**src/sv/swm_pkg.sv**
```systemverilog
// Shared types and constants for the sliding window median filter
package swm_pkg;

  localparam int SAMPLE_W       = 32;
  localparam int WLEN_W         = 7;
  localparam int OUT_W          = 33;
  localparam int WINDOW_MAX_DEF = 64;
  localparam logic [WLEN_W-1:0] WLEN_RESET = 7'd3;

  typedef enum logic [1:0] {
    OP_HOLD,
    OP_AGE,
    OP_COMPACT,
    OP_INSERT
  } swm_op_t;

  typedef struct packed {
    swm_op_t                     op;
    logic                        clear;
    logic signed [SAMPLE_W-1:0]  sample;
  } swm_ctrl_t;

endpackage

```
**src/sv/swm_cell.sv**
```systemverilog
// One cell of the sorted window: holds a sample, its age and a valid flag
module swm_cell #(
  parameter int AW = 6,
  parameter int LW = 7
) (
  input  logic                                  clk,
  input  logic                                  rst_n,
  input  swm_pkg::swm_ctrl_t                    ctrl,
  input  logic [LW-1:0]                         len,
  input  logic                                  lo_valid,
  input  logic                                  lo_gt,
  input  logic signed [swm_pkg::SAMPLE_W-1:0]   lo_value,
  input  logic [AW-1:0]                         lo_age,
  input  logic                                  up_valid,
  input  logic signed [swm_pkg::SAMPLE_W-1:0]   up_value,
  input  logic [AW-1:0]                         up_age,
  output logic                                  valid,
  output logic signed [swm_pkg::SAMPLE_W-1:0]   value,
  output logic [AW-1:0]                         age,
  output logic                                  gt,
  output logic                                  hole
);
  import swm_pkg::*;

  logic                        valid_r;
  logic signed [SAMPLE_W-1:0]  value_r;
  logic [AW-1:0]               age_r;
  logic [LW-1:0]               age_inc;

  assign age_inc = LW'(age_r) + LW'(1);
  assign gt      = valid_r && ($signed(value_r) > $signed(ctrl.sample));
  // empty slot under a filled one: the pair swaps during compaction
  assign hole    = !valid_r && up_valid;

  always_ff @(posedge clk) begin
    if (!rst_n) begin
      valid_r <= 1'b0;
    end else begin
      unique case (ctrl.op)
        OP_HOLD: begin
        end
        OP_AGE: begin
          if (ctrl.clear || age_inc >= len) begin
            valid_r <= 1'b0;
          end else begin
            age_r <= age_inc[AW-1:0];
          end
        end
        OP_COMPACT: begin
          if (!valid_r && up_valid) begin
            valid_r <= 1'b1;
            value_r <= up_value;
            age_r   <= up_age;
          end else if (valid_r && !lo_valid) begin
            valid_r <= 1'b0;
          end
        end
        OP_INSERT: begin
          // larger entries shift up one place; new sample lands at the boundary
          if (lo_gt) begin
            valid_r <= 1'b1;
            value_r <= lo_value;
            age_r   <= lo_age;
          end else if (lo_valid && (gt || !valid_r)) begin
            valid_r <= 1'b1;
            value_r <= ctrl.sample;
            age_r   <= '0;
          end
        end
      endcase
    end
  end

  assign valid = valid_r;
  assign value = value_r;
  assign age   = age_r;

endmodule

```
**config.mk**
```make
export PLATFORM = sky130hd
export DESIGN_NAME = swm_cell
export DESIGN_NICKNAME = d
export VERILOG_FILES = /design/src/sv/swm_pkg.sv /design/src/sv/swm_cell.sv
export SDC_FILE = /design/constraint.sdc
export NUM_CORES = 1
export LEC_CHECK = 0
export BUFFER_PORTS_ARGS = -buffer_cell sky130_fd_sc_hd__buf_2
export CAP_MARGIN = 20
export CELL_PAD_IN_SITES_DETAIL_PLACEMENT = 1
export CELL_PAD_IN_SITES_GLOBAL_PLACEMENT = 2
export CORE_ASPECT_RATIO = 0.9
export CORE_UTILIZATION = 26
export DETAILED_ROUTE_END_ITERATION = 10
export PLACE_DENSITY = 0.86
export REMOVE_ABC_BUFFERS = 1
export SYNTH_ARGS = -nofsm -noshare
export SYNTH_HDL_FRONTEND = slang
export SYNTH_SLANG_ARGS = --single-unit
```
**constraint.sdc**
```tcl
create_clock -name clk -period 3.75 [get_ports clk]
set_input_delay 0.375 -clock clk [delete_from_list [all_inputs] [get_ports clk]]
set_output_delay 0.375 -clock clk [all_outputs]
set_load 0.02 [all_outputs]
```
Word-level counts from Yosys, hierarchy flattened
Index checks and enable logic that the tools add are counted.
{"block": "op_classes", "n_addsub": 1, "order_cmp": 2, "eq_ne": 8, "muxes": 15, "reduce_logical": 13}
{"op": "$mux 32", "n": 3}
{"op": "$pmux 32 s2", "n": 1}
{"op": "$gt 32x32->1", "n": 1}
{"op": "$mux 6", "n": 4}
{"op": "$pmux 6 s3", "n": 1}
{"op": "$reduce_and 4->1", "n": 2}
{"op": "$add 6x1->7 const B", "n": 1}
{"op": "$ge 7x7->1", "n": 1}
{"op": "$ne 2x2->1 const B", "n": 3}
{"op": "$ne 3x3->1 const B", "n": 2}
{"op": "$mux 1", "n": 5}
{"op": "$reduce_and 5->1", "n": 1}
{"op": "$eq 2x2->1 const B", "n": 2}
{"op": "$logic_and 1x1->1", "n": 4}
{"op": "$pmux 1 s3", "n": 1}
{"op": "$reduce_bool 3->1", "n": 1}
{"op": "$eq 2x1->1 const B", "n": 1}
{"op": "$logic_not 1->1", "n": 2}
{"op": "$logic_or 1x1->1", "n": 2}
{"op": "$reduce_bool 2->1", "n": 1}
{"block": "word_totals", "ff_bits": 39, "output_inout_bits": 41, "wordCells": 42}

Depth between registers and ports, before layout
Gate-level depths: netlist of the first run.
{"block": "logic_depth", "ltp_word": 7, "mapped_depth": 9}

Worst setup path before layout of the first run
Ideal clock, no wire load.
{"block": "synth_path", "path_kind": "register -> register", "start": "register value_r[14], in the netlist value[14]", "end": "register value_r[0], in the netlist value[0] (enable)", "setup_ns": 0.421, "arrival_time_ns": 3.206, "t_required_ns": 3.329, "path_slack_ns": 0.123, "stages_incl_launch_ff": 9, "period_less_slack_ns": 3.627, "path_cell_list": "edfxtp_1 ha_1 nand4_2 nor4_4 a21boi_2 o311ai_1 o2111ai_1 nor3b_1 nor2_1"}
{"block": "synth_between", "elab_chain_cells": 6}
{"element": "from (decl)", "line_no": "swm_cell.sv:26", "rtl": "logic signed [SAMPLE_W-1:0] value_r;"}
{"element": "from (signal assigned)", "line_no": "swm_cell.sv:52", "rtl": "value_r <= up_value;"}
{"element": "from (signal assigned)", "line_no": "swm_cell.sv:62", "rtl": "value_r <= lo_value;"}
{"element": "from (signal assigned)", "line_no": "swm_cell.sv:66", "rtl": "value_r <= ctrl.sample;"}
{"element": "$gt 32x32->1", "line_no": "swm_cell.sv:31", "rtl": "assign gt = valid_r && ($signed(value_r) > $signed(ctrl.sample));"}
{"element": "$logic_and 1x1->1", "line_no": "swm_cell.sv:31"}
{"element": "$logic_or 1x1->1", "line_no": "swm_cell.sv:64", "rtl": "end else if (lo_valid && (gt || !valid_r)) begin"}
{"element": "$logic_and 1x1->1", "line_no": "swm_cell.sv:64"}
{"element": "$ne 3x3->1 (no line)"}
{"element": "$reduce_and 4->1 (no line)"}
Every way passes these cells.
A chain may end at the register's enable or synchronous reset.

Worst setup path after layout of the first run
{"block": "layout_path", "start": "register value_r[14], in the netlist value[14]", "end": "register value_r[26], in the netlist value[26] (enable)"}
The elaborated chain is that of the path after synthesis.

==> metrics.cfg, run 1 <==
[logic_synthesis]
yosys.area.top_type = edfxtp_1
ys_ff_latch = 39
synth_commonest_cells = 55 x a21oi_1, 40 x ha_1, 40 x inv_1, 39 x nor2_1, 38 x edfxtp_1
postSynthCellCount = 348
synthesis.area_um2 = 3190
synth_cell_types = 41
synth_edf_count = 38
synth.top_cell.area_share_pct = 35.7
yosysWarnings = 0
synth_ff_type = edfxtp_1
yosysSeqAreaShare_pct = 36.3
synth_most_common_cell = a21oi_1
ys_top_cells_by_area = edfxtp_1 36%, ha_1 16%, mux2i_1 10%
syn_avg_cell_area_um2 = 9.18
async_flop_share_pct = 0

[power_and_ir_drop]
p_per_area_nw_per_um2 = 297
ir_drop_mv = 0.172
p_comb_share_pct = 26.6
p_int_uw = 906
p_sw_uw = 375
p_leak_nw = 2.16
p_clk_share_pct = 32.4
seqPwrFrac_pct = 41.0
switching_share_pct = 29.3

[cells_and_area]
multi_input_area_um2 = 1830
area_growth_pct = 34.9
final.fill_count = 1464
diodes = 0
layout.area.seq_um2 = 1160
drive_gt1_share_pct = 35.4
layout.cells.non_filler = 665
nets = 667

[sta]
period_share_pct = 83.3
worstMarginPinSlew_ns = 0.975
fmax_ghz = 0.320
skew_ns = 0.00872
maxSlewViolCount = 0
setup_tns_ns = 0
holdWs_ns = 0.369
min_period_ns = 3.12
rsz0062_at_grt = no
slew_headroom_pct = 34.8
setup_viol = 0
final_hold_viol_count = 0

[outcome]
outcome = finished, final reports clean

[flow_run]
cap_violations = 0

[place]
numPortBuffers = 163
dp_cells = 657
place_congestion = 0.756
dpl.hpwl_mm = 7.79

[setup_path]
path_cells = ha_1 > nand4_2 > nor4_4 > a21boi_2 > o311ai_1 > o2111ai_1 > nor3b_1 > nor2_4
crit_type = reg2reg
cp-start-kind = flop
worstPathRequired_ns = 3.65
arrival_ns = 3.02
crit_fanout = 32
max_stage_delay_ns = 0.78
end_kind = flop
cp_slowest_cell = nor2_4

[global_route]
grt-ovfl-total = 0
grt_pass1_vias = 3126
grtUsageTotal_pct = 15.0
grt_max_degree = 65
grt_first_pass_wirelength_mm = 15.2
antenna_found_initial = 0

[route]
ant_nets = 0
num_vias = 3074
drt-initial-drc-count = 59
drc_errors = 0
dr.pass1.iters = 4
via_per_inst = 4.62
wl_per_cell_um = 14.2
routed_wl_mm = 9.47

[floorplan]
die_area_um2 = 12700
die_w_um = 119
initial_core_util_pct = 26.6
core.rowCount = 38
coreArea_um2 = 12000
ioPinCount = 164
dieHeight_um = 107

[cts]
cts_tree = yes
cts_root_buf = clkbuf_16
cts_resized = 0
clkSinkCount = 39
h-tree-depth = 2
clk_pin_slew_ns = 0.06
cts_setup_buffers = 0
hold_buffers = 0
cts_buffer_depth = 2
numCtsBuffers = 5
clk_latency_ns = 0.28

[min_path]
hold_class = in2reg

==> cell families (layout without fill, tap and decap cells) <==
family	Yosys count	in the layout	share of synthesized area, %
AO/OA/AOI/OAI	84	84	15.0
XOR/XNOR	5	5	1.37
adder cells (fa/ha/maj)	40	40	15.7
buffers and inverters	56	213	6.62
flip-flops	39	39	36.3
multiplexers	33	33	10.3
AND/OR/NAND/NOR	91	91	14.6
==> metal layers <==
metal / vias up / wire length [um] / track usage [%]
met5: - / 0 / 0
met4: 0 / 100 / 3.35
met3: 8 / 551 / 3.40
met2: 96 / 4630 / 27.1
met1: 1412 / 4190 / 18.1
li1: 1558 / - / -
==> layout make-up <==
class	count	area share (%)
flip-flops and latches	39	26.9
well taps	160	4.64
clock buffers	7	3.08
clock inverters	1	0.116
inverters	40	3.48
repair buffers	165	19.3
multi-input cells	253	42.5
==> sequential cells by signal, summed over array words and instances (netlist names) <==
register,flops
valid,1
age,6
value,32
==> worst max-delay path, delay by kind of cell (launching register included) <==
| kind | cells | cell delay [ns] |
|---|---|---|
| AO/OA/AOI/OAI | 3 | 0.53 |
| adder cells (fa/ha/maj) | 1 | 0.35 |
| flip-flops | 1 | 0.39 |
| AND/OR/NAND/NOR | 4 | 1.45 |
==> layout by cell type (no fill, tap or decap), types with 2 or more instances in the layout <==
cell       instances
buf_2            163
a21oi_1           55
inv_1             40
ha_1              40
nor2_1            38
edfxtp_1          38
mux2i_1           33
nand2_1           18
nand3_1            9
o21ai_1            5
clkbuf_16          5
xnor2_1            4
nor2b_1            4
o21ai_0            4
and3_1             3
nand2b_1           3
and4_1             3
a211oi_1           3
o211ai_1           3
a31oi_1            2
nand4_1            2
o21a_1             2
nand4_2            2
a21o_1             2
o2111ai_1          2
nor3b_1            2
clkbuf_1           2
buf_4              2
==> through the flow <==
step	area [um^2]	utilization [%]	setup WS (ns)	power [mW]
2_1_floorplan	3130	-	0.139	0.722
3_3_place_gp	4170	34.7	0.645	0.866
3_5_place_dp	4170	34.7	0.499	0.881
4_1_cts	4310	35.8	0.568	1.30
5_1_grt	4310	35.8	0.402	1.36
6_report	4310	35.8	0.627	1.28
==> path summary, 6_finish.rpt <==
path | end | start | cells after the start | slack, ns
min reg2reg | valid$_SDFFE_PN0P_ | valid$_SDFFE_PN0P_ | 2 | 0.67
max reg2reg | value[26]$_DFFE_PP_ | value[14]$_DFFE_PP_ | 8 | 0.63
max | value[26]$_DFFE_PP_ | value[14]$_DFFE_PP_ | 8 | 0.63
min | valid$_SDFFE_PN0P_ | rst_n | 3 | 0.37
==> power groups by stage <==
| stage | clock network (mW) | registers [mW] | logic (mW) |
|---|---|---|---|
| 2_1_floorplan | 0 | 0.558 | 0.164 |
| 3_3_place_gp | 0 | 0.534 | 0.332 |
| 3_5_place_dp | 0 | 0.535 | 0.346 |
| 4_1_cts | 0.428 | 0.526 | 0.348 |
| 5_1_grt | 0.446 | 0.528 | 0.386 |
| 6_report | 0.416 | 0.525 | 0.340 |
Power figures use the tool's default switching activity.
==> run 2: changes to the inputs <==
--- a/config.mk
+++ b/config.mk
@@ -5,14 +5,15 @@
 export SDC_FILE = /design/constraint.sdc
 export NUM_CORES = 1
 export LEC_CHECK = 0
+export ABC_AREA = 1
 export BUFFER_PORTS_ARGS = -buffer_cell sky130_fd_sc_hd__buf_2
 export CAP_MARGIN = 20
 export CELL_PAD_IN_SITES_DETAIL_PLACEMENT = 1
 export CELL_PAD_IN_SITES_GLOBAL_PLACEMENT = 2
 export CORE_ASPECT_RATIO = 0.9
-export CORE_UTILIZATION = 26
+export CORE_UTILIZATION = 22
 export DETAILED_ROUTE_END_ITERATION = 10
-export PLACE_DENSITY = 0.86
+export PLACE_DENSITY = 0.82
 export REMOVE_ABC_BUFFERS = 1
 export SYNTH_ARGS = -nofsm -noshare
 export SYNTH_HDL_FRONTEND = slang
==> constraint.sdc (replaced) <==
create_clock -name clk -period 2.87 [get_ports clk]
set_input_delay 0.287 -clock clk [delete_from_list [all_inputs] [get_ports clk]]
set_output_delay 0.287 -clock clk [all_outputs]
set_load 0.02 [all_outputs]
==> metrics.cfg, run 2 <==
[outcome]
outcome = finished, violations left
failed_checks = design-rule violations

[route]
drt-initial-drc-count = 87
drc_errors = 6
via_per_inst = 4.40
num_vias = 3114
wl_per_cell_um = 14.0
routed_wl_mm = 9.91
dr.pass1.iters = 11
ant_nets = 0

[logic_synthesis]
async_flop_share_pct = 0
synth_top_family_by_area = simple AND/OR/NAND/NOR gates
synth-xor-area-share_pct = 0.581
ys_top_cells_by_area = edfxtp_1 38%, ha_1 17%, nor2_1 9.8%
yosys.area.top_type = edfxtp_1
yosysWarnings = 0
synthAdderAreaFrac_pct = 16.6
synth_edf_count = 38
synth-simple-area-share_pct = 20.4
synth_cell_types = 29
syn_avg_cell_area_um2 = 8.06
synth_ff_type = edfxtp_1
ys_ff_latch = 39
synth_mux_area_share_pct = 0
yosysSeqAreaShare_pct = 38.5
synth_most_common_cell = nor2_1
synth_commonest_cells = 79 x nor2_1, 55 x inv_1, 52 x nand2_1, 40 x ha_1, 38 x edfxtp_1
synthesis.area_um2 = 3020
synth_compound_area_share_pct = 15.4
synth.top_cell.area_share_pct = 37.8
postSynthCellCount = 374

[global_route]
grt_max_degree = 33
grt_first_pass_wirelength_mm = 16.5
grt_pass1_vias = 3435
grt-ovfl-total = 0
grtUsageTotal_pct = 14.4
antenna_found_initial = 0

[cts]
cts_setup_buffers = 0
h-tree-depth = 2
cts_tree = yes
hold_buffers = 0
clk_pin_slew_ns = 0.06
cts_resized = 0
cts_root_buf = clkbuf_16
cts_buffer_depth = 2
clk_latency_ns = 0.28
clkSinkCount = 39
numCtsBuffers = 5

[cells_and_area]
area_growth_pct = 40.3
layout.cells.non_filler = 707
largest_reg_flops = 32
final.fill_count = 1675
final_cell_mix = 163 x buf_2, 78 x nor2_1, 55 x inv_1, 52 x nand2_1, 40 x ha_1
diodes = 0
fin_area_um2 = 4230
layout_commonest_cell = buf_2
nets = 702
drive_gt1_share_pct = 34.9

[setup_path]
path_buf_inv = 2
end_kind = flop
crit_type = reg2reg
crit_fanout = 6
max_stage_delay_ns = 0.46
cp_slowest_cell = edfxtp_1
endpoint = age[1]$_DFFE_PP_
path_delay_family = compound AO/OA/AOI/OAI gates
arrival_ns = 2.59
reg2regPathDepth = 13
cp-start-kind = flop
rr_endpoint = age[1]$_DFFE_PP_
regToRegStartpoint = age[0]$_DFFE_PP_
reg2reg_setup_slack_ns = 0.27
cp_num_cells = 13
critPathLaunch = age[0]$_DFFE_PP_
path_cells = ha_1 > nand2_1 > o21bai_1 > nand2_1 > inv_1 > ha_1 > a21oi_1 > o21a_1 > o211ai_1 > o211ai_1 > a22oi_1 > nor2_1 > buf_4
worstPathRequired_ns = 2.87

[place]
dp_cells = 698
numPortBuffers = 163
dpl.hpwl_mm = 8.05
placed_area_um2 = 4040
place_congestion = 0.777
dp_slack_ns = 0.281

[power_and_ir_drop]
finalPower_mw = 1.70
p_sw_uw = 511
p_leak_nw = 2.19
p_comb_share_pct = 27.4
seqPwrFrac_pct = 40.8
p_per_area_nw_per_um2 = 401
p_int_mw = 1.18
switching_share_pct = 30.1
p_clk_share_pct = 31.7
ir_drop_mv = 0.201

[sta]
fmax_ghz = 0.385
min_period_ns = 2.60
rsz0062_at_grt = no
setup_viol = 0
holdWs_ns = 0.254
skew_ns = 0.00847
final_hold_viol_count = 0
period_share_pct = 90.5
setup_slack_ns = 0.274
maxSlewViolCount = 0
worstMarginPinSlew_ns = 0.656
slew_headroom_pct = 56.3

[floorplan]
dieHeight_um = 113
coreArea_um2 = 13400
initial_core_util_pct = 22.6
core.rowCount = 40
die_area_um2 = 14200
die_w_um = 125
ioPinCount = 164

[min_path]
hold_class = in2reg

[flow_run]
cap_violations = 0

[run 2: cell types whose count changed in the layout (fill, tap and decap cells not counted), sizes merged, moves of 4 or more]
cell   before  now
nand2      18   55
o22ai       0   32
inv        40   59
a22oi       0    7
a21oi      55   19
nor2       39   81
nor2b       4    0
mux2i      33    0
xnor2       4    0
[run 2: how the worst min path moves through the flow]
stage / startpoint / endpoint / slack, ns / cells after the start
after floorplan: rst_n / valid$_SDFFE_PN0P_ / 0.41 / 2
after global placement: rst_n / valid$_SDFFE_PN0P_ / 0.54 / 3
after detailed placement: rst_n / valid$_SDFFE_PN0P_ / 0.55 / 3
after CTS: rst_n / valid$_SDFFE_PN0P_ / 0.25 / 3
after global routing: rst_n / valid$_SDFFE_PN0P_ / 0.27 / 3
final: rst_n / valid$_SDFFE_PN0P_ / 0.25 / 3
[run 2: metal layers]
layer  vias up  track usage, %  share of wire, %
met4         0            1.95              0.33
met5         -               0                 0
li1       1603               -                 -
met2        87            26.3                49
met1      1422            17.9                46
met3         2            3.17               5.2
[run 2: cell type report]
type | instances | area [um^2] | area share (%)
Clock buffer | 5 | 125 | 2.96
Clock inverter | 2 | 8.76 | 0.207
Multi-Input combinational cell | 266 | 1600 | 37.9
Tap cell | 168 | 210 | 4.97
Sequential cell | 39 | 1160 | 27.4
Inverter | 60 | 225 | 5.32
Timing Repair Buffer | 167 | 898 | 21.2
[run 2: cell families after synthesis]
family                   Yosys count
adder cells (fa/ha/maj)           40
buffers and inverters             69
XOR/XNOR                           2
flip-flops                        39
AND/OR/NAND/NOR                  149
AO/OA/AOI/OAI                     75
[run 2: power groups by stage]
stage	Combinational [mW]	Sequential (mW)	Clock, mW
after global placement	0.451	0.703	0
final	0.465	0.692	0.538
after CTS	0.467	0.693	0.566
after detailed placement	0.464	0.705	0
after floorplan	0.220	0.742	0
after global routing	0.530	0.697	0.581
[run 2: metrics by stage]
stage	TNS [ns]	utilization, %
floorplan	-22.11	-
global placement	0	30.3
detailed placement	0	30.3
CTS	0	31.3
global route	0	31.7
finish	0	31.7
[run 2: tightest hold or removal path: stages]
cell and delay [ns]:
buf_2 0.11, nand2_1 0.06, nor2_1 0.03
